$ cat src/adb_pkg.sv
// Shared types, constants and tables for the ADPCM block decoder.
`default_nettype none
package adb_pkg;

   localparam int CSR_IDX_W       = 3;
   localparam int CSR_DATA_W      = 32;
   localparam int MAX_COEF_SETS   = 7;
   localparam int CMD_QUEUE_DEPTH = 2;
   localparam int QPTR_W          = $clog2(CMD_QUEUE_DEPTH);
   localparam int QCNT_W          = $clog2(CMD_QUEUE_DEPTH + 1);

   localparam logic [CSR_IDX_W-1:0] CSR_STEREO_MODE = 3'd0;

   localparam logic [3:0] MONO_LAST_POS   = 4'd6;
   localparam logic [3:0] STEREO_LAST_POS = 4'd13;

   localparam logic [31:0] COEF_RESET [MAX_COEF_SETS] = '{
      32'd16777216, 32'd33619712, 32'd0, 32'd12582976,
      32'd15728640, 32'd30211888, 32'd25755416
   };

   typedef struct packed {
      logic [7:0] data_byte;
      logic       block_start;
   } req_type;

   typedef struct packed {
      logic signed [15:0] sample;
      logic               channel;
      logic               last;
      logic               bad_predictor;
   } rsp_type;

   typedef enum logic [0:0] {
      CMD_HEADER = 1'b0,
      CMD_DATA   = 1'b1
   } cmd_kind_type;

   typedef struct packed {
      cmd_kind_type kind;
      logic [3:0]   pos;
      logic         stereo;
      logic         complete;
      logic [7:0]   data_byte;
   } cmd_type;

   typedef struct packed {
      logic full;
      logic empty;
   } queue_status_type;

   function automatic logic [9:0] adapt_gain(input logic [3:0] code);
      logic [9:0] g;
      case (code)
         4'd4, 4'd12: g = 10'd307;
         4'd5, 4'd11: g = 10'd409;
         4'd6, 4'd10: g = 10'd512;
         4'd7, 4'd9:  g = 10'd614;
         4'd8:        g = 10'd768;
         default:     g = 10'd230;
      endcase
      return g;
   endfunction

endpackage
`default_nettype wire

$ cat src/adb_front.sv
// Front end: accepts block bytes, tracks header position, emits commands.
`default_nettype none
module adb_front
   import adb_pkg::*;
(
   input  wire logic             clock,
   input  wire logic             reset,
   input  wire logic             stereo_mode,
   input  wire logic             req_valid,
   output logic                  req_ready,
   input  wire req_type          req_data,
   input  wire queue_status_type q_status,
   output logic                  q_push,
   output cmd_type               q_cmd
);

   logic       in_header_ff, in_header_in;
   logic [3:0] hdr_pos_ff, hdr_pos_in;
   logic       hdr_active;
   logic [3:0] pos;

   assign req_ready = !q_status.full;
   assign q_push    = req_valid && req_ready;

   always_comb begin
      in_header_in = in_header_ff;
      hdr_pos_in   = hdr_pos_ff;
      hdr_active   = in_header_ff || req_data.block_start;
      pos          = req_data.block_start ? 4'd0 : hdr_pos_ff;
      if (!stereo_mode && pos > MONO_LAST_POS) begin
         pos = MONO_LAST_POS;
      end
      q_cmd.kind      = hdr_active ? CMD_HEADER : CMD_DATA;
      q_cmd.pos       = pos;
      q_cmd.stereo    = stereo_mode;
      q_cmd.complete  = stereo_mode ? (pos >= STEREO_LAST_POS) : (pos == MONO_LAST_POS);
      q_cmd.data_byte = req_data.data_byte;
      if (q_push && hdr_active) begin
         in_header_in = !q_cmd.complete;
         hdr_pos_in   = q_cmd.complete ? 4'd0 : pos + 4'd1;
      end
   end

   always_ff @(posedge clock) begin
      if (reset) begin
         in_header_ff <= 1'b1;
         hdr_pos_ff   <= 4'd0;
      end else begin
         in_header_ff <= in_header_in;
         hdr_pos_ff   <= hdr_pos_in;
      end
   end

endmodule
`default_nettype wire

$ cat src/adb_cmd_queue.sv
// Short command queue between the front end and the decode engine.
`default_nettype none
module adb_cmd_queue
   import adb_pkg::*;
(
   input  wire logic    clock,
   input  wire logic    reset,
   input  wire logic    push,
   input  wire cmd_type push_cmd,
   input  wire logic    pop,
   output cmd_type      head_cmd,
   output queue_status_type status
);

   localparam logic [QPTR_W-1:0] PTR_LAST = QPTR_W'(CMD_QUEUE_DEPTH - 1);
   localparam logic [QCNT_W-1:0] CNT_FULL = QCNT_W'(CMD_QUEUE_DEPTH);

   cmd_type             slot_ff [CMD_QUEUE_DEPTH];
   logic [QPTR_W-1:0]   wr_ptr_ff, rd_ptr_ff;
   logic [QCNT_W-1:0]   count_ff;

   assign head_cmd     = slot_ff[rd_ptr_ff];
   assign status.full  = (count_ff == CNT_FULL);
   assign status.empty = (count_ff == '0);

   always_ff @(posedge clock) begin
      if (push) begin
         slot_ff[wr_ptr_ff] <= push_cmd;
      end
   end

   always_ff @(posedge clock) begin
      if (reset) begin
         wr_ptr_ff <= '0;
         rd_ptr_ff <= '0;
         count_ff  <= '0;
      end else begin
         if (push) begin
            wr_ptr_ff <= (wr_ptr_ff == PTR_LAST) ? '0 : wr_ptr_ff + 1'b1;
         end
         if (pop) begin
            rd_ptr_ff <= (rd_ptr_ff == PTR_LAST) ? '0 : rd_ptr_ff + 1'b1;
         end
         if (push && !pop) begin
            count_ff <= count_ff + 1'b1;
         end else if (pop && !push) begin
            count_ff <= count_ff - 1'b1;
         end
      end
   end

endmodule
`default_nettype wire

$ cat src/adb_back.sv
// Decode engine: header field loads, nibble prediction and delta adaptation.
`default_nettype none
module adb_back
   import adb_pkg::*;
#(
   parameter int COEF_SETS = 7
)
(
   input  wire logic    clock,
   input  wire logic    reset,
   input  wire logic [31:0] coef_set [COEF_SETS],
   input  wire cmd_type q_cmd,
   input  wire queue_status_type q_status,
   output logic         q_pop,
   output logic         rsp_valid,
   input  wire logic    rsp_ready,
   output rsp_type      rsp_data
);

   localparam int IDX_W = (COEF_SETS > 1) ? $clog2(COEF_SETS) : 1;

   typedef enum logic [3:0] {
      ST_IDLE = 4'b0001,
      ST_MUL  = 4'b0010,
      ST_ACC  = 4'b0100,
      ST_HDR  = 4'b1000
   } state_type;

   state_type          state_ff, state_in;
   cmd_type            cmd_ff, cmd_in;
   logic               nib_ff, nib_in;
   logic [1:0]         hdr_k_ff, hdr_k_in;
   logic [7:0]         hold_ff, hold_in;
   logic signed [15:0] c1_ff [2], c1_in [2];
   logic signed [15:0] c2_ff [2], c2_in [2];
   logic signed [15:0] delta_ff [2], delta_in [2];
   logic signed [15:0] s1_ff [2], s1_in [2];
   logic signed [15:0] s2_ff [2], s2_in [2];
   logic               bad_ff [2], bad_in [2];
   logic               rsp_valid_ff, rsp_valid_in;
   rsp_type            rsp_data_ff, rsp_data_in;

   logic signed [31:0] m1_ff, m2_ff;
   logic signed [19:0] cd_ff;
   logic signed [26:0] dg_ff;

   logic               ch, slot_free, pred_ch, pred_bad, hch;
   logic [3:0]         nibble;
   logic signed [3:0]  code;
   logic signed [15:0] word, pred_c1, pred_c2, new_sample, new_delta;
   logic [31:0]        pred_pair;
   logic signed [32:0] psum;
   logic signed [24:0] pshift;
   logic signed [25:0] pfull;
   logic signed [18:0] dshift;

   assign rsp_valid = rsp_valid_ff;
   assign rsp_data  = rsp_data_ff;

   assign ch        = cmd_ff.stereo ? nib_ff : 1'b0;
   assign nibble    = nib_ff ? cmd_ff.data_byte[3:0] : cmd_ff.data_byte[7:4];
   assign code      = signed'(nibble);
   assign slot_free = !rsp_valid_ff || rsp_ready;

   assign word      = signed'({q_cmd.data_byte, hold_ff});
   assign pred_bad  = (q_cmd.data_byte >= 8'(COEF_SETS));
   assign pred_pair = coef_set[q_cmd.data_byte[IDX_W-1:0]];
   assign pred_c1   = pred_bad ? 16'sd0 : signed'(pred_pair[31:16]);
   assign pred_c2   = pred_bad ? 16'sd0 : signed'(pred_pair[15:0]);
   assign pred_ch   = q_cmd.stereo ? q_cmd.pos[0] : 1'b0;

   assign psum   = m1_ff + m2_ff;
   assign pshift = psum[32:8];
   assign pfull  = pshift + cd_ff;
   assign dshift = dg_ff[26:8];

   always_comb begin
      if (pfull > 26'sd32767) begin
         new_sample = 16'sh7FFF;
      end else if (pfull < -26'sd32768) begin
         new_sample = -16'sh8000;
      end else begin
         new_sample = pfull[15:0];
      end
      if (dshift < 19'sd16) begin
         new_delta = 16'sd16;
      end else if (dshift > 19'sd32767) begin
         new_delta = 16'sh7FFF;
      end else begin
         new_delta = dshift[15:0];
      end
   end

   always_ff @(posedge clock) begin
      if (state_ff == ST_MUL) begin
         m1_ff <= s1_ff[ch] * c1_ff[ch];
         m2_ff <= s2_ff[ch] * c2_ff[ch];
         cd_ff <= code * delta_ff[ch];
         dg_ff <= delta_ff[ch] * signed'({1'b0, adapt_gain(nibble)});
      end
   end

   always_comb begin
      state_in     = state_ff;
      cmd_in       = cmd_ff;
      nib_in       = nib_ff;
      hdr_k_in     = hdr_k_ff;
      hold_in      = hold_ff;
      c1_in        = c1_ff;
      c2_in        = c2_ff;
      delta_in     = delta_ff;
      s1_in        = s1_ff;
      s2_in        = s2_ff;
      bad_in       = bad_ff;
      rsp_valid_in = rsp_valid_ff && !rsp_ready;
      rsp_data_in  = rsp_data_ff;
      q_pop        = 1'b0;
      hch          = 1'b0;
      case (state_ff)
         ST_IDLE: begin
            if (!q_status.empty) begin
               q_pop  = 1'b1;
               cmd_in = q_cmd;
               if (q_cmd.kind == CMD_DATA) begin
                  nib_in   = 1'b0;
                  state_in = ST_MUL;
               end else begin
                  if (q_cmd.stereo) begin
                     case (q_cmd.pos)
                        4'd0, 4'd1: begin
                           bad_in[pred_ch] = pred_bad;
                           c1_in[pred_ch]  = pred_c1;
                           c2_in[pred_ch]  = pred_c2;
                        end
                        4'd3:    delta_in[0] = word;
                        4'd5:    delta_in[1] = word;
                        4'd7:    s1_in[0]    = word;
                        4'd9:    s1_in[1]    = word;
                        4'd11:   s2_in[0]    = word;
                        4'd13:   s2_in[1]    = word;
                        default: hold_in     = q_cmd.data_byte;
                     endcase
                  end else begin
                     case (q_cmd.pos)
                        4'd0: begin
                           bad_in[0] = pred_bad;
                           c1_in[0]  = pred_c1;
                           c2_in[0]  = pred_c2;
                        end
                        4'd2:    delta_in[0] = word;
                        4'd4:    s1_in[0]    = word;
                        4'd6:    s2_in[0]    = word;
                        default: hold_in     = q_cmd.data_byte;
                     endcase
                  end
                  if (q_cmd.complete) begin
                     hdr_k_in = 2'd0;
                     state_in = ST_HDR;
                  end
               end
            end
         end
         ST_MUL: begin
            state_in = ST_ACC;
         end
         ST_ACC: begin
            if (slot_free) begin
               delta_in[ch]              = new_delta;
               s2_in[ch]                 = s1_ff[ch];
               s1_in[ch]                 = new_sample;
               rsp_valid_in              = 1'b1;
               rsp_data_in.sample        = new_sample;
               rsp_data_in.channel       = ch;
               rsp_data_in.last          = nib_ff;
               rsp_data_in.bad_predictor = bad_ff[ch];
               if (nib_ff) begin
                  state_in = ST_IDLE;
               end else begin
                  nib_in   = 1'b1;
                  state_in = ST_MUL;
               end
            end
         end
         ST_HDR: begin
            if (slot_free) begin
               // stereo: s2 left, s2 right, s1 left, s1 right; mono: s2, s1
               hch                       = cmd_ff.stereo ? hdr_k_ff[0] : 1'b0;
               rsp_valid_in              = 1'b1;
               rsp_data_in.channel       = hch;
               rsp_data_in.bad_predictor = bad_ff[hch];
               if (cmd_ff.stereo) begin
                  rsp_data_in.sample = hdr_k_ff[1] ? s1_ff[hch] : s2_ff[hch];
                  rsp_data_in.last   = (hdr_k_ff == 2'd3);
               end else begin
                  rsp_data_in.sample = hdr_k_ff[0] ? s1_ff[0] : s2_ff[0];
                  rsp_data_in.last   = (hdr_k_ff == 2'd1);
               end
               hdr_k_in = hdr_k_ff + 2'd1;
               if (rsp_data_in.last) begin
                  state_in = ST_IDLE;
               end
            end
         end
         default: begin
            state_in = ST_IDLE;
         end
      endcase
   end

   always_ff @(posedge clock) begin
      cmd_ff      <= cmd_in;
      nib_ff      <= nib_in;
      hdr_k_ff    <= hdr_k_in;
      rsp_data_ff <= rsp_data_in;
      if (reset) begin
         state_ff     <= ST_IDLE;
         rsp_valid_ff <= 1'b0;
         hold_ff      <= 8'd0;
         for (int i = 0; i < 2; i++) begin
            c1_ff[i]    <= 16'sd0;
            c2_ff[i]    <= 16'sd0;
            delta_ff[i] <= 16'sd16;
            s1_ff[i]    <= 16'sd0;
            s2_ff[i]    <= 16'sd0;
            bad_ff[i]   <= 1'b0;
         end
      end else begin
         state_ff     <= state_in;
         rsp_valid_ff <= rsp_valid_in;
         hold_ff      <= hold_in;
         c1_ff        <= c1_in;
         c2_ff        <= c2_in;
         delta_ff     <= delta_in;
         s1_ff        <= s1_in;
         s2_ff        <= s2_in;
         bad_ff       <= bad_in;
      end
   end

endmodule
`default_nettype wire

$ cat src/ms_adpcm_block_decoder.sv
// Top level of the ADPCM block decoder: control registers and the three stages.
//
//   port group   direction   handshake            payload
//   req_*        in          req_valid/req_ready  req_data (data_byte, block_start)
//   rsp_*        out         rsp_valid/rsp_ready  rsp_data (sample, channel, last, flag)
//   csr_*        in          csr_we               csr_index, csr_wdata
//
// Header bytes are loaded by the decode engine as each one is popped; the completing byte
// then emits two (mono) or four (stereo) results, one per cycle while the output is free.
// A data byte is popped, then each of its nibbles passes a multiply state and
// an accumulate/clamp state, which waits for the output register to be free.
// Synchronous reset; no clearing pass. The front end keeps taking bytes into
// a two-entry queue while the engine or the output register is stalled.
`default_nettype none
module ms_adpcm_block_decoder
   import adb_pkg::*;
#(
   parameter int COEF_SETS = 7
)
(
   input  wire logic                  clock,
   input  wire logic                  reset,
   input  wire logic                  req_valid,
   output logic                       req_ready,
   input  wire req_type               req_data,
   output logic                       rsp_valid,
   input  wire logic                  rsp_ready,
   output rsp_type                    rsp_data,
   input  wire logic                  csr_we,
   input  wire logic [CSR_IDX_W-1:0]  csr_index,
   input  wire logic [CSR_DATA_W-1:0] csr_wdata
);

   logic             stereo_ff;
   logic [31:0]      coef_ff [COEF_SETS];
   logic             q_push, q_pop;
   cmd_type          push_cmd, head_cmd;
   queue_status_type q_status;

   always_ff @(posedge clock) begin
      if (reset) begin
         stereo_ff <= 1'b0;
         for (int k = 0; k < COEF_SETS; k++) begin
            coef_ff[k] <= COEF_RESET[k];
         end
      end else if (csr_we) begin
         if (csr_index == CSR_STEREO_MODE) begin
            stereo_ff <= csr_wdata[0];
         end
         for (int k = 0; k < COEF_SETS; k++) begin
            if (csr_index == CSR_IDX_W'(k + 1)) begin
               coef_ff[k] <= csr_wdata;
            end
         end
      end
   end

   adb_front u_front (
      .clock       (clock),
      .reset       (reset),
      .stereo_mode (stereo_ff),
      .req_valid   (req_valid),
      .req_ready   (req_ready),
      .req_data    (req_data),
      .q_status    (q_status),
      .q_push      (q_push),
      .q_cmd       (push_cmd)
   );

   adb_cmd_queue u_queue (
      .clock    (clock),
      .reset    (reset),
      .push     (q_push),
      .push_cmd (push_cmd),
      .pop      (q_pop),
      .head_cmd (head_cmd),
      .status   (q_status)
   );

   adb_back #(
      .COEF_SETS (COEF_SETS)
   ) u_back (
      .clock     (clock),
      .reset     (reset),
      .coef_set  (coef_ff),
      .q_cmd     (head_cmd),
      .q_status  (q_status),
      .q_pop     (q_pop),
      .rsp_valid (rsp_valid),
      .rsp_ready (rsp_ready),
      .rsp_data  (rsp_data)
   );

`ifndef NO_ASSERTIONS
   a_no_push_full: assert property (@(posedge clock) disable iff (reset)
      !(q_push && q_status.full))
      else $error("command queue written while full");

   a_no_pop_empty: assert property (@(posedge clock) disable iff (reset)
      !(q_pop && q_status.empty))
      else $error("command queue read while empty");

   a_transfer_queued: assert property (@(posedge clock) disable iff (reset)
      (req_valid && req_ready) |-> q_push)
      else $error("input transfer not queued");
`endif

endmodule
`default_nettype wire

$ cat config.mk
export PLATFORM = sky130hd
export DESIGN_NAME = ms_adpcm_block_decoder
export DESIGN_NICKNAME = d
export VERILOG_FILES = /design/src/adb_pkg.sv /design/src/adb_front.sv /design/src/adb_cmd_queue.sv /design/src/adb_back.sv /design/src/ms_adpcm_block_decoder.sv
export SDC_FILE = /design/constraint.sdc
export NUM_CORES = 2
export LEC_CHECK = 0
export BUFFER_PORTS_ARGS = -buffer_cell sky130_fd_sc_hd__buf_2
export CORE_ASPECT_RATIO = 1.25
export CORE_MARGIN = 4
export CORE_UTILIZATION = 41
export DETAILED_ROUTE_END_ITERATION = 10
export GPL_TIMING_DRIVEN = 0
export MAX_ROUTING_LAYER = met4
export PLACE_DENSITY = 0.62
export SLEW_MARGIN = 5
export SYNTH_ARGS = -nofsm -noshare
export SYNTH_HDL_FRONTEND = slang
export SYNTH_SLANG_ARGS = --single-unit
$ cat constraint.sdc
create_clock -name clock -period 11.1 [get_ports clock]
set_input_delay 1.11 -clock clock [delete_from_list [all_inputs] [get_ports clock]]
set_output_delay 1.11 -clock clock [all_outputs]
set_load 0.01 [all_outputs]
==> flow_summary.yaml <==
sta:
  finalHoldViolCount: 0
  fin_hold_ws_ps: 452
  worst_pin_slew_ps: 1460
  drv_slew: 0
  setup_viol: 0
  slew_headroom_pct: 0.213
  rsz0062_at_grt: "no"
  post-route-period-util_pct: 98.0
  fin_worst_skew_ps: 59.3
  setup_tns_ps: 0
  fin_crit_ps: 10870
  fmax_ghz: 0.0920
placement:
  routabilityCongestion: 0.987
  dpl.hpwl_microns: 146000
  dp_cells: 8057
  portBuffers: 65
  dpl-instance-area_sq_mm: 0.0564
clock_network:
  htree_num_levels: 3
  clock-sinks: 574
  cts_tree: "built"
  cts_root_buf: "clkbuf_16"
  cts-buffers-inserted: 66
  clk_pin_slew_ps: 70
  clk_path_buf_depth: 3
  clk_latency_ps: 690
pwr:
  p_per_area_mw_per_mm2: 198
  p_seq_share_pct: 23.6
  netSwitchingFraction_pct: 47.3
  leakage_nw: 25.4
  comb_power_share_pct: 56.4
  peakVddDrop_mv: 0.197
  clkPwrFrac_pct: 20.0
  p_int_w: 0.00613
  p_sw_w: 0.00551
synthesis:
  synth-main-ff-cell: "dfxtp_1"
  syn_inst: 6258
  syn-num-nets: 7334
  synth_warnings: 0
  ys_ff_latch: 574
  async_flop_share_pct: 0
  synth_area_sq_mm: 0.0538
  ys_seq_area_share_pct: 24.4
  ys_types: 83
  avgSynthCellArea_sq_um: 8.59
  synth_edf_count: 164
hold_path:
  hold_path_depth: 2
  hold_class: "reg -> reg"
  min_to: "coef_ff[195]"
  min-delay-start: "coef_ff[195]"
grt:
  grt_max_degree: 20
  antenna_found_initial: 12
  overflow: 0
  grt_pass1_vias: 45300
  grtUsageTotal_pct: 26.8
  grt_pass1_wl_microns: 272000
die:
  die_y_microns: 413
  die_w_microns: 332
  coreArea_sq_mm: 0.130
  die_area_sq_mm: 0.137
  initial_core_util_pct: 41.3
  fp-row-count: 148
  ios: 70
finish:
  finalNonFillerCells: 8183
  nets: 7476
  multiInputGateArea_sq_mm: 0.0364
  drive_above_1_share_pct: 5.14
  fillers: 12900
  ff_latch_area_sq_mm: 0.0131
  mostFrequentLayoutCells: "nand2_1 (1147), inv_1 (861), fa_1 (702)"
  syn2layout_area_growth_pct: 9.26
  final_area_sq_mm: 0.0588
  final_common_cell: "nand2_1"
setup_path:
  crit_top_cell: "fa_1"
  reg2reg_from: "u_back.cmd_ff[9]"
  crit_arrival_ps: 11290
  required_ps: 11520
  critPathSlowestCell: "clkdlybuf4s15_1"
  cp-end-kind: "flop"
  crit_buf_inv: 8
  path_delay_family: "adder cells"
  reg2reg_slack_ps: 230
  path_class: "reg -> reg"
  cp_slowest_stage_delay_ps: 910
  reg2regPathDepth: 28
  path_max_fanout: 10
  startpoint_type: "flop"
  r2r-end: "u_back.m1_ff[31]"
drt:
  drt-pass1-iter-count: 8
  antenna_left: 0
  wl_microns: 180000
  vias: 44600
  dr.first_iter.drc_count: 4338
  wl_per_cell_microns: 22.0
  via_per_inst: 5.45
  drc: 0
status:
  violations: "max-capacitance violations"
  outcome: "finished with violations"
flow_run:
  drv_cap: 1
[cell usage after synthesis, types with 32 or more instances]
| cell type | count | area share [%] |
|---|---|---|
| nand2_1 | 1147 | 8.0 |
| inv_1 | 861 | 6.0 |
| fa_1 | 702 | 26 |
| nor2_1 | 635 | 4.4 |
| a21oi_1 | 522 | 4.9 |
| dfxtp_1 | 410 | 15 |
| ha_1 | 325 | 7.6 |
| clkbuf_1 | 244 | 1.7 |
| nand3_1 | 194 | 1.8 |
| edfxtp_1 | 164 | 9.2 |
| o21ai_0 | 137 | 1.3 |
| xnor2_1 | 126 | 2.1 |
| mux2i_1 | 110 | 2.0 |
| mux2_2 | 85 | 1.8 |
| a21o_1 | 58 | 0.81 |
| a211oi_1 | 52 | 0.73 |
| nor2b_1 | 37 | 0.43 |
| and2_1 | 32 | 0.37 |
[kinds of logic (layout without fill, tap and decap cells)]
family	count (synthesis)	count (layout)	share of synthesized area, %
other	0	5	0
AND/OR/NAND/NOR	2194	2194	16.8
flip-flops	574	574	24.4
XOR/XNOR	156	156	2.54
AO/OA/AOI/OAI	968	968	10.7
adder cells (fa/ha/maj)	1027	1027	33.7
buffers and inverters	1143	1338	8.03
multiplexers	196	196	3.87
[how the worst max path moves through the flow]
stage	startpoint	end	cells after the start	slack, ps
2_1_floorplan	u_back.nib_ff	u_back.m2_ff[31]	28	3180
6_report	u_back.cmd_ff[9]	u_back.m1_ff[31]	28	230
5_1_grt	u_back.cmd_ff[9]	u_back.m1_ff[31]	28	20
3_5_place_dp	u_back.cmd_ff[9]	u_back.m1_ff[31]	28	400
4_1_cts	u_back.cmd_ff[9]	u_back.m1_ff[31]	28	360
3_3_place_gp	u_back.cmd_ff[9]	u_back.m1_ff[31]	28	410
[per-stage QoR]
stage	util, %	setup WS [ps]	total power [W]
3_3_place_gp	43.2	406	0.00921
5_1_grt	45.1	20.4	0.0124
2_1_floorplan	-	3180	0.00707
4_1_cts	45.1	355	0.0116
3_5_place_dp	43.3	401	0.00928
6_report	45.1	226	0.0116
[registers in the layout, indices dropped and copies added, names as in the netlist, 2 cells and up, named ones only]
signal,cells
u_back.hold_ff,8
u_back.cd_ff,20
u_back.hdr_k_ff,2
u_queue.count_ff,2
u_queue.slot_ff,30
coef_ff,224
u_back.c2_ff,32
u_back.cmd_ff,9
u_back.c1_ff,32
u_back.m2_ff,32
u_back.state_ff,4
u_back.m1_ff,32
u_back.s1_ff,32
u_front.hdr_pos_ff,4
u_back.bad_ff,2
u_back.rsp_data,19
u_back.delta_ff,32
u_back.dg_ff,19
u_back.s2_ff,32
[final cells by class]
cell class	count	share of cell area [%]
Antenna cell	5	0.0213
Clock buffer	98	3.31
Buffer	278	1.84
Sequential cell	574	22.4
Multi-Input combinational cell	4541	61.9
Tap cell	1725	3.67
Timing Repair Buffer	74	0.739
Inverter	865	5.53
Clock inverter	23	0.647
[repair_timing]
item | CTS | global route
hold buffers | 0 | 0
setup endpoints to repair | 0 | 2
setup buffers | 0 | 0
gates resized for setup | 0 | 4
[layer usage]
metal  up-vias  wire length (microns)  global-route usage [%]
li1      20300                      -                       -
met1     21800                  68900                    32.1
met2      1948                  84900                    43.7
met3       492                  13200                    3.35
met4         0                  12800                    16.1
met5         -                      0                       -
[worst min-delay path, cell delays in order, from the launching register on]
cell and delay [ps]:
dfxtp_1 310, nand2_1 50, a21oi_1 50
[power groups by stage]
stage | logic [W] | clock network, W | registers (W)
floorplan | 0.00438 | 0 | 0.00269
global placement | 0.00643 | 0 | 0.00278
detailed placement | 0.00649 | 0 | 0.00278
CTS | 0.00654 | 0.00236 | 0.00274
global route | 0.00725 | 0.00244 | 0.00276
finish | 0.00657 | 0.00233 | 0.00275
(Power assumes the default switching activity.)
